`config.mk`:
```
export PLATFORM = sky130hd
export DESIGN_NAME = motion_gated_auto_volume_unit
export DESIGN_NICKNAME = d
export VERILOG_FILES = /design/src/sv/mgav_pkg.sv /design/src/sv/mgav_ctrl.sv /design/src/sv/mgav_dp.sv /design/src/sv/motion_gated_auto_volume_unit.sv
export SDC_FILE = /design/constraint.sdc
export NUM_CORES = 2
export LEC_CHECK = 0
export ABC_AREA = 1
export BUFFER_PORTS_ARGS = -buffer_cell sky130_fd_sc_hd__buf_2
export CORE_ASPECT_RATIO = 2
export CORE_MARGIN = 8
export CORE_UTILIZATION = 50
export DETAILED_ROUTE_END_ITERATION = 8
export PLACE_DENSITY = 0.66
export SLEW_MARGIN = 5
export SYNTH_ARGS = -nofsm -noshare
export SYNTH_HDL_FRONTEND = slang
export SYNTH_HIERARCHICAL = 1
export SYNTH_SLANG_ARGS = --single-unit
```
`constraint.sdc`:
```
create_clock -name clk -period 23.3 [get_ports clk]
set_input_delay 4.66 -clock clk [delete_from_list [all_inputs] [get_ports clk]]
set_output_delay 4.66 -clock clk [all_outputs]
set_load 0.005 [all_outputs]
```
`src/sv/mgav_pkg.sv`:
```
// Shared types and constants of the motion-gated auto volume unit.
`default_nettype none
package mgav_pkg;
	localparam logic [15:0] FullScale     = 16'd32768;
	localparam logic [15:0] ContrastLow   = 16'd19661;
	localparam logic [16:0] Log2eQ16      = 17'd94548;

	localparam logic [2:0] RegEnable      = 3'd0;
	localparam logic [2:0] RegMotionThr   = 3'd1;
	localparam logic [2:0] RegContrastThr = 3'd2;
	localparam logic [2:0] RegTimeout     = 3'd3;
	localparam logic [2:0] RegInactive    = 3'd4;
	localparam logic [2:0] RegFade        = 3'd5;

	// commands from controller to datapath
	typedef struct packed {
		logic load;      // capture input item, start decision
		logic div_step;  // one quotient bit
		logic mul_log;   // x * log2(e)
		logic interp;    // table interpolation
		logic shift;     // e = m >> n, alpha
		logic mul_vol;   // diff * alpha
		logic commit;    // update volume, load output register
	} mgav_cmd_t;

	typedef struct packed {
		logic out_busy;  // output register holds an untaken result
	} mgav_sts_t;

	function automatic logic [16:0] pow2_neg(input logic [4:0] k);
		logic [16:0] v;
		case (k)
			5'd0: v = 17'd65536;  5'd1: v = 17'd62757;  5'd2: v = 17'd60097;
			5'd3: v = 17'd57549;  5'd4: v = 17'd55109;  5'd5: v = 17'd52773;
			5'd6: v = 17'd50535;  5'd7: v = 17'd48393;  5'd8: v = 17'd46341;
			5'd9: v = 17'd44376;  5'd10: v = 17'd42495; 5'd11: v = 17'd40693;
			5'd12: v = 17'd38968; 5'd13: v = 17'd37316; 5'd14: v = 17'd35734;
			5'd15: v = 17'd34219; default: v = 17'd32768;
		endcase
		return v;
	endfunction
endpackage
`default_nettype wire

```
`src/sv/mgav_ctrl.sv`:
```
// Controller state machine of the motion-gated auto volume unit.
`default_nettype none
module mgav_ctrl (
	input  wire logic              clk,
	input  wire logic              arst_n,
	input  wire logic              in_fire,
	input  wire logic              enable,
	input  wire mgav_pkg::mgav_sts_t sts,
	output logic                   in_ready,
	output mgav_pkg::mgav_cmd_t    cmd
);
	import mgav_pkg::*;

	typedef enum logic [2:0] {
		S_IDLE, S_DIV, S_MLOG, S_INTERP, S_SHIFT, S_MVOL, S_COMMIT
	} state_t;

	state_t     state_q;
	logic [5:0] cnt_q;

	assign in_ready = (state_q == S_IDLE);

	always_comb begin
		cmd = '0;
		cmd.load     = in_fire && enable;
		cmd.div_step = (state_q == S_DIV);
		cmd.mul_log  = (state_q == S_MLOG);
		cmd.interp   = (state_q == S_INTERP);
		cmd.shift    = (state_q == S_SHIFT);
		cmd.mul_vol  = (state_q == S_MVOL);
		cmd.commit   = (state_q == S_COMMIT) && !sts.out_busy;
	end

	// sequence one item through the datapath
	always_ff @(posedge clk or negedge arst_n) begin
		if (!arst_n) begin
			state_q <= S_IDLE;
			cnt_q   <= '0;
		end else begin
			unique case (state_q)
				S_IDLE: if (in_fire && enable) begin
					state_q <= S_DIV;
					cnt_q   <= '0;
				end
				S_DIV: begin
					cnt_q <= cnt_q + 6'd1;
					if (cnt_q == 6'd31) state_q <= S_MLOG;
				end
				S_MLOG:   state_q <= S_INTERP;
				S_INTERP: state_q <= S_SHIFT;
				S_SHIFT:  state_q <= S_MVOL;
				S_MVOL:   state_q <= S_COMMIT;
				S_COMMIT: if (!sts.out_busy) state_q <= S_IDLE;
				default:  state_q <= S_IDLE;
			endcase
		end
	end
endmodule
`default_nettype wire

```
`src/sv/mgav_dp.sv`:
```
// Datapath of the motion-gated auto volume unit: decision, divider, exp, smoothing.
`default_nettype none
module mgav_dp (
	input  wire logic                clk,
	input  wire logic                arst_n,
	input  wire mgav_pkg::mgav_cmd_t cmd,
	output mgav_pkg::mgav_sts_t      sts,
	input  wire logic [14:0]         motion_threshold,
	input  wire logic [15:0]         con_change_thr,
	input  wire logic [15:0]         inactivity_timeout_s,
	input  wire logic [15:0]         inactive_level,
	input  wire logic [15:0]         fade_ms,
	input  wire logic [15:0]         elapsed_ms,
	input  wire logic signed [15:0]  motion_x,
	input  wire logic                motion_valid,
	input  wire logic [15:0]         contrast_level,
	input  wire logic [31:0]         now_seconds,
	output logic                     out_valid,
	input  wire logic                out_ready,
	output logic [15:0]              volume,
	output logic [15:0]              target_volume,
	output logic                     is_active
);
	import mgav_pkg::*;

	logic [15:0] vol_q, prev_con_q, target_q;
	logic [31:0] last_act_q;
	logic        active_q, dtz_q;
	logic [15:0] tau_q;
	logic [32:0] rem_q;
	logic [31:0] quo_q, num_q;
	logic [20:0] y_q;
	logic [16:0] m_q, alpha_q;
	logic [15:0] diff_q;
	logic        up_q;
	logic [32:0] prod_q;
	logic        ovalid_q;
	logic [15:0] ovol_q, otgt_q;
	logic        oact_q;

	// decision logic on the incoming item
	logic [15:0] mag, change, lvl_sat;
	logic [31:0] d;
	logic        validated, act;
	always_comb begin
		mag = motion_x[15] ? (16'd0 - motion_x) : motion_x;
		change = (contrast_level >= prev_con_q) ? contrast_level - prev_con_q
		                                        : prev_con_q - contrast_level;
		validated = motion_valid && (mag >= {1'b0, motion_threshold}) &&
			((contrast_level < ContrastLow) || (change > con_change_thr));
		d = now_seconds - last_act_q;
		act = 1'b1;
		if (!validated && motion_valid && last_act_q != 32'd0 &&
			!d[31] && d > {16'd0, inactivity_timeout_s})
			act = 1'b0;
		lvl_sat = (inactive_level > FullScale) ? FullScale : inactive_level;
	end

	// restoring divider step
	logic [32:0] rem_sh;
	logic        ge;
	always_comb begin
		rem_sh = {rem_q[31:0], num_q[31]};
		ge = rem_sh >= {17'd0, tau_q};
	end

	// exp interpolation pieces
	logic [3:0]  ti;
	logic [11:0] tr;
	logic [16:0] t0, t1;
	logic [28:0] ip;
	always_comb begin
		ti = y_q[15:12];
		tr = y_q[11:0];
		t0 = pow2_neg({1'b0, ti});
		t1 = pow2_neg({1'b0, ti} + 5'd1);
		ip = 29'({12'd0, t0 - t1} * {17'd0, tr}) + 29'd2048;
	end

	logic [16:0] vol_new;
	always_comb begin
		vol_new = up_q ? ({1'b0, vol_q} + {1'b0, prod_q[31:16]})
		               : ({1'b0, vol_q} - {1'b0, prod_q[31:16]});
	end

	// state and item registers
	always_ff @(posedge clk or negedge arst_n) begin
		if (!arst_n) begin
			vol_q      <= FullScale;
			prev_con_q <= '0;
			last_act_q <= '0;
			ovalid_q   <= 1'b0;
		end else begin
			if (cmd.load) begin
				prev_con_q <= contrast_level;
				if (validated || (motion_valid && last_act_q == 32'd0))
					last_act_q <= now_seconds;
			end
			if (cmd.commit) begin
				vol_q    <= vol_new[15:0];
				ovalid_q <= 1'b1;
			end else if (out_ready) begin
				ovalid_q <= 1'b0;
			end
		end
	end

	// working registers
	always_ff @(posedge clk) begin
		if (cmd.load) begin
			active_q <= act;
			target_q <= act ? FullScale : lvl_sat;
			dtz_q    <= (elapsed_ms == 16'd0);
			tau_q    <= (fade_ms == 16'd0) ? 16'd1 : fade_ms;
			num_q    <= {elapsed_ms, 16'd0};
			rem_q    <= '0;
			quo_q    <= '0;
		end
		if (cmd.div_step) begin
			rem_q <= ge ? rem_sh - {17'd0, tau_q} : rem_sh;
			quo_q <= {quo_q[30:0], ge};
			num_q <= {num_q[30:0], 1'b0};
		end
		if (cmd.mul_log) begin
			// y = x*log2e >> 16; any x at or above 2^20 already gives n above 16
			prod_q <= '0;
			y_q <= (quo_q[31:20] != 12'd0) ? {5'd17, 16'd0}
			      : 21'((40'(quo_q[19:0]) * 40'(Log2eQ16)) >> 16);
		end
		if (cmd.interp)
			m_q <= t0 - ip[28:12];
		if (cmd.shift) begin
			if (dtz_q || y_q[20:16] >= 5'd17) alpha_q <= 17'd65536;
			else alpha_q <= 17'd65536 - (m_q >> y_q[20:16]);
			up_q   <= (target_q >= vol_q);
			diff_q <= (target_q >= vol_q) ? target_q - vol_q : vol_q - target_q;
		end
		if (cmd.mul_vol)
			prod_q <= 33'({17'd0, diff_q} * {16'd0, alpha_q}) + 33'd32768;
		if (cmd.commit) begin
			ovol_q <= vol_new[15:0];
			otgt_q <= target_q;
			oact_q <= active_q;
		end
	end

	assign sts.out_busy  = ovalid_q && !out_ready;
	assign out_valid     = ovalid_q;
	assign volume        = ovol_q;
	assign target_volume = otgt_q;
	assign is_active     = oact_q;
endmodule
`default_nettype wire

```
`src/sv/motion_gated_auto_volume_unit.sv`:
```
// Top level of the motion-gated auto volume unit.
// Per item: 32 divider steps of elapsed_ms/fade_ms, log multiply, interpolation, shift,
// volume multiply, commit (held while a result stalls); next item taken only after commit.
// Disabled: an accepted item gives no result and changes no state.
// Reset: async arst_n restores config and state registers, full volume, no result pending.
`default_nettype none
module motion_gated_auto_volume_unit (
	input  wire logic        clk,
	input  wire logic        arst_n,
	input  wire logic        cfg_we,
	input  wire logic [2:0]  cfg_index,
	input  wire logic [15:0] cfg_data,
	input  wire logic        s_axis_tvalid,
	output logic             s_axis_tready,
	// elapsed_ms[15:0], motion_x[31:16], contrast_level[47:32], now_seconds[79:48]
	input  wire logic [79:0] s_axis_tdata,
	// motion_valid
	input  wire logic        s_axis_tuser,
	output logic             m_axis_tvalid,
	input  wire logic        m_axis_tready,
	// volume[15:0], target_volume[31:16], is_active[32], zero fill
	output logic [39:0]      m_axis_tdata
);
	import mgav_pkg::*;

	logic        enable_q;
	logic [14:0] mthr_q;
	logic [15:0] cthr_q, tout_q, inact_q, fade_q;
	mgav_cmd_t   cmd;
	mgav_sts_t   sts;
	logic        in_fire;
	logic [15:0] vol, tgt;
	logic        act;

	// configuration writes
	always_ff @(posedge clk or negedge arst_n) begin
		if (!arst_n) begin
			enable_q <= 1'b1;
			mthr_q   <= 15'd41;
			cthr_q   <= 16'd655;
			tout_q   <= 16'd5;
			inact_q  <= 16'd3277;
			fade_q   <= 16'd1000;
		end else if (cfg_we) begin
			unique case (cfg_index)
				RegEnable:      enable_q <= cfg_data[0];
				RegMotionThr:   mthr_q   <= cfg_data[14:0];
				RegContrastThr: cthr_q   <= cfg_data;
				RegTimeout:     tout_q   <= cfg_data;
				RegInactive:    inact_q  <= cfg_data;
				RegFade:        fade_q   <= cfg_data;
				default: ;
			endcase
		end
	end

	assign in_fire = s_axis_tvalid && s_axis_tready;

	mgav_ctrl u_ctrl (
		.clk(clk), .arst_n(arst_n), .in_fire(in_fire), .enable(enable_q),
		.sts(sts), .in_ready(s_axis_tready), .cmd(cmd)
	);

	mgav_dp u_dp (
		.clk(clk), .arst_n(arst_n), .cmd(cmd), .sts(sts),
		.motion_threshold(mthr_q), .con_change_thr(cthr_q),
		.inactivity_timeout_s(tout_q), .inactive_level(inact_q), .fade_ms(fade_q),
		.elapsed_ms(s_axis_tdata[15:0]), .motion_x(s_axis_tdata[31:16]),
		.motion_valid(s_axis_tuser), .contrast_level(s_axis_tdata[47:32]),
		.now_seconds(s_axis_tdata[79:48]),
		.out_valid(m_axis_tvalid), .out_ready(m_axis_tready),
		.volume(vol), .target_volume(tgt), .is_active(act)
	);

	assign m_axis_tdata = {7'd0, act, tgt, vol};
endmodule
`default_nettype wire

```
After elaboration in Yosys (flattened, before gate mapping)
Memories as Yosys holds them, arrays and structs flattened. A register that Yosys moved wholly into a read port is not among the register bits.
Cells that the tools add are included.
{ "totals": {"mem_count": 2, "ff_bits": 405, "inputBits": 105, "rom_bits": 544, "elab_cells": 140, "out_inout_bits": 42} }
{ "classes": {"n_shift": 1, "eq_ne": 15, "n_lt_le_gt_ge": 9, "n_mux": 25, "n_mul": 3, "n_reduce_logical": 39, "n_bitwise": 1, "addsub": 16} }
{ "memory_table": {"columns": ["memory", "depth", "width", "read_ports", "rd_clocked_by_memory_dff", "wr", "line", "text"], "rows": [
  ["(no name shown)", 16, 17, 1, 1, 0, "mgav_pkg.sv:32", "case (k)"],
  ["(no name shown)", 16, 17, 1, 0, 0, "mgav_pkg.sv:32", null]
]} }
{ "op_table": {"columns": ["op", "count"], "rows": [
  ["$mux 32", 9],
  ["$sub 16x16->16", 5],
  ["$mux 16", 4],
  ["$mul 20x15->35 const B", 1],
  ["$sub 17x17->17", 2],
  ["$ge 33x16->1", 1],
  ["$add 32x16->32 const B", 1],
  ["$ge 16x16->1", 2],
  ["$gt 32x16->1", 1],
  ["$logic_not 16->1", 2],
  ["$logic_not 32->1", 1],
  ["$mul 16x17->32", 1],
  ["$reduce_bool 32->1", 1],
  ["$sub 32x16->32", 1],
  ["$sub 32x32->32", 1],
  ["$add 29x12->29 const B", 1],
  ["$mul 17x12->29", 1],
  ["$pmux 3 s7", 1],
  ["$mux 17", 1],
  ["$shr 17x5->17", 1],
  ["$sub 17x17->17 const A", 1],
  ["$add 16x16->16", 1],
  ["$ge 16x15->1", 1],
  ["$gt 16x16->1", 1],
  ["27 further kinds", 67]
]} }

Longest topological paths before layout
{ "depth": {"depth_word": 12, "depth_mapped": 48, "mapped_depth_nobuf": 46} }

Modules after synthesis
The synthesis kept the hierarchy.
{ "modules_own_cells": {"columns": ["module", "seq_area_each_um2", "cells_each", "area_each_um2", "n_inst"], "rows": [
  ["mgav_dp", 9024.9, 5854, 45230.9, 1],
  ["motion_gated_auto_volume_unit", 2033.2, 367, 3328.2, 1],
  ["mgav_ctrl", 225.2, 69, 560.5, 1]
]} }

Least setup slack after synthesis
No wires, ideal clock.
{ "synth_path": {"path_type": "register to register", "start": "reg u_dp.y_q[13]", "end": "reg u_dp.m_q[14] (data pin)", "arrival_time_ns": 8.784, "period_less_slack_ns": 9.043, "setup_ns": 0.259, "required_ns": 23.041, "path_buffers": 2, "setup_slack_ns": 14.257, "path_stages_with_launch": 46, "cell_sequence": "edfxtp_1 -> ha_1 -> ha_1 -> clkbuf_1 -> clkbuf_1 -> nand2_1 -> a21oi_1 -> nor2_1 -> ha_1 -> fa_1 -> inv_1 -> nand3_1 -> nand2_1 -> a21oi_1 -> o21ai_1 -> a21boi_0 -> xnor2_1 -> clkinv_1 -> (+10 left out) -> ha_1 -> nand2_1 -> nor2_1 -> inv_1 -> o21ai_0 -> nand3_1 -> nand2_1 -> xnor2_1 -> ha_1 -> a21oi_1 -> nand2_1 -> a31oi_1 -> o21ai_0 -> a21boi_0 -> o21ai_0 -> nand2_1 -> nand2_1 -> xor2_1"} }
{ "synth_between": {"elab_chain_cells": 7} }
{ "synth_lines": {"columns": ["item", "line", "text"], "rows": [
  ["start: declaration", "mgav_dp.sv:32", "logic [20:0] y_q;"],
  ["start signal: assignment", "mgav_dp.sv:127", "y_q <= (quo_q[31:20] != 12'd0) ? {5'd17, 16'd0}"],
  ["$add 4x1->5 *", "mgav_dp.sv:76", "t1 = pow2_neg({1'b0, ti} + 5'd1);"],
  ["$mem_v2 16x17", null, null],
  ["$mux 17 *", "mgav_pkg.sv:32", null],
  ["$sub 17x17->17 *", "mgav_dp.sv:77", "ip = 29'({12'd0, t0 - t1} * {17'd0, tr}) + 29'd2048;"],
  ["$mul 17x12->29 *", "mgav_dp.sv:77", null],
  ["$add 29x12->29 *", "mgav_dp.sv:77", null],
  ["$sub 17x17->17 *", "mgav_dp.sv:131", "m_q <= t0 - ip[28:12];"],
  ["end signal: assignment", "mgav_dp.sv:131", null],
  ["end: declaration", "mgav_dp.sv:33", "logic [16:0] m_q, alpha_q;"]
]} }
Mark *: on every way between the ends. The rest lies on a longest branch, timed or not.
A chain may end at the register's enable or synchronous reset.

Final worst setup path
{ "layout_path": {"start": "reg u_dp.y_q[12]", "end": "reg u_dp.m_q[14] (data pin)"} }
Same word-level chain as after synthesis.

==> results.md <==
- Gate Count Post-Synth: 6290
- Port Buffers: 139
- Clock H-tree levels: 2
- Achievable frequency: 95.5 MHz
- Global Route Usage Sum: 0.271
- Clock Skew: 0.0248 ns
- Crit path buffers/inverters: 8
- CTS Buffer Depth: 3
- Slew Viols, Final: 0
- Remaining DRCs: 0
- TritonCTS buffer count: 40
- Final wirelength: 148000 um
- # setup viols final: 0
- CTS resizes: 0
- Root Driver: clkbuf_16
- Synth Warn #: 6
- Die H: 459 um
- First-pass GRT wire length: 230000 um
- Chip width: 238 um
- Clk pin slew, worst setup/hold paths: 0.07 ns
- RD Place Congestion: 1.02
- Worst Hold Class: reg2reg
- Most common cell on crit path: inv_1
- CORE AREA: 0.0975 mm^2
- CP endpoint kind: register
- Wire length per cell: 19.3 um
- Synthesized flop and latch total: 406
- Status: finished clean
- Clk_lat worst skew: 0.59 ns
- Post-synth top area share: 0.186
- TritonCTS clock tree: yes
- RR Startpoint: u_dp/y_q[12]
- Filler Cells Inserted: 9447
- Vias in the first global route: 43700
- Sequential area share after synthesis: 0.230
- Largest net degree at the start of global routing: 77
- CP peak stage delay: 0.59 ns
- Commonest cells post-synth: nand2_1 (1509), inv_1 (1281), ha_1 (566)
- Syn_area_per_cell: 7.81 um^2
- Via count: 41400
- Count leader, synth: nand2_1
- Initial antenna violation count: 14
- Post-synth EDFFs: 235
- Nets: 7442
- Max FO, Critical Path: 16
- Crit Path Category: reg2reg
- Placed Instance Area: 0.0508 mm^2
- Cell family with most CP delay: adder cells
- HP Start: u_dp/active_q
- DPL Wire Length: 124000 um
- Post-route antenna net violation count: 0
- Period minus WS final: 10.47 ns
- Area of the multi-input gates: 0.0322 mm^2
- Layout cell share with drive strength beyond 1: 0.0526
- Hold_ws: 0.420 ns
- Setup_tns: 0 ns
- CTS Sinks: 406
- Hold Fails Final Rpt: 0
- Worst-margin pin slew: 1.15 ns
- Crit start category: register
- Slowest cell on the critical path: ha_1
- Vias per cell: 5.40
- Gr ovfl total: 0
- Boundary Pins: 147
- Register area: 0.0113 mm^2
- Final Non-Filler Cells: 7664
- Library cells used by synthesis: 68
- CP startpoint: u_dp/y_q[12]
- Area Growth Syn to Fin: 6.24%
- Crit path DAT: 10.79 ns
- Starting DRT DRC Count: 2027
- Synthesized cell area: 0.0491 mm^2
- Async SR Flop Fraction: 0.379
- Inst Count DP: 7585
- Main flop type after synthesis: edfxtp_1
- Die area: 0.109 mm^2
- Tcrit/Tclk final: 0.449
- Worst path required time: 23.62 ns
- Post-CTS setup repair buffer count: 0
- Post-route design area: 0.0522 mm^2
- Synth area leaders: fa_1 (19%), ha_1 (14%), edfxtp_1 (14%)
- Max-cap violations: 0
- Rows: 162
- RSZ-0062 raised after global routing: false
- Post-synth top area cell: fa_1
- CTS Hold Bufs: 0
- Relative slew margins: 0.231
- Starting Density: 0.504
- Drt pass-1 iters: 6
-- metrics by stage --
stage / utilization / setup slack (ns)
after floorplan: - / 14.26
after global placement: 0.521 / 12.98
after detailed placement: 0.521 / 12.95
after CTS: 0.535 / 12.91
after global routing: 0.535 / 12.09
final: 0.535 / 12.83
-- kinds of logic after synthesis --
| family | synth area share |
|---|---|
| AND/OR/NAND/NOR | 0.204 |
| buffers and inverters | 0.116 |
| adder cells (fa/ha/maj) | 0.330 |
| AO/OA/AOI/OAI | 0.0882 |
| flip-flops | 0.230 |
| XOR/XNOR | 0.0308 |
| multiplexers | 0.00125 |
| other | 0.0000763 |
-- registers in the layout, indices dropped and copies added (netlist names), 17 cells and up --
register and cells:
u_dp/m_q 17, u_dp/last_act_q 32, u_dp/alpha_q 17, u_dp/rem_q 32, u_dp/t0 17, u_dp/quo_q 32
u_dp/y_q 21
-- worst paths after layout --
check,cells after the start,endpoint,slack (ns)
min in group asynchronous,1,u_dp/last_act_q[3],3.94
worst min-delay path,0,u_dp/is_active,0.42
worst max-delay path,43,u_dp/m_q[14],12.83
worst max register to register,43,u_dp/m_q[14],12.83
worst min register to register,0,u_dp/is_active,0.42
max in group asynchronous,2,fade_q[4],18.17
-- cell type report --
class / count / share of cell area
diodes: 5 / 0.000240
clock buffers: 45 / 0.0204
clock inverters: 29 / 0.00554
inverters: 1292 / 0.0930
multi-input cells: 4416 / 0.617
flip-flops and latches: 406 / 0.216
well taps: 1312 / 0.0315
repair buffers: 159 / 0.0163
-- layout by cell type (no fill, tap or decap), types with 26 or more instances in the layout --
cell,count
a21oi_1,342
buf_2,138
clkbuf_16,42
dfrtp_1,128
dfstp_2,26
edfxtp_1,235
fa_1,456
ha_1,566
inv_1,1280
nand2_1,1509
nand3_1,268
nand4_1,44
nor2_1,438
nor3_1,51
nor4_1,27
o21ai_0,267
xnor2_1,55
xor2_1,118
-- routing by layer --
layer	global-route usage	wire (um)
met4	0.226	14600
met2	0.539	81800
met3	0.0313	5640
met5	0	35
met1	0.234	45600
Power is left out: the tool's default activity adds up to more than one toggle a clock period on the data nets, which glitch-free logic cannot reach.
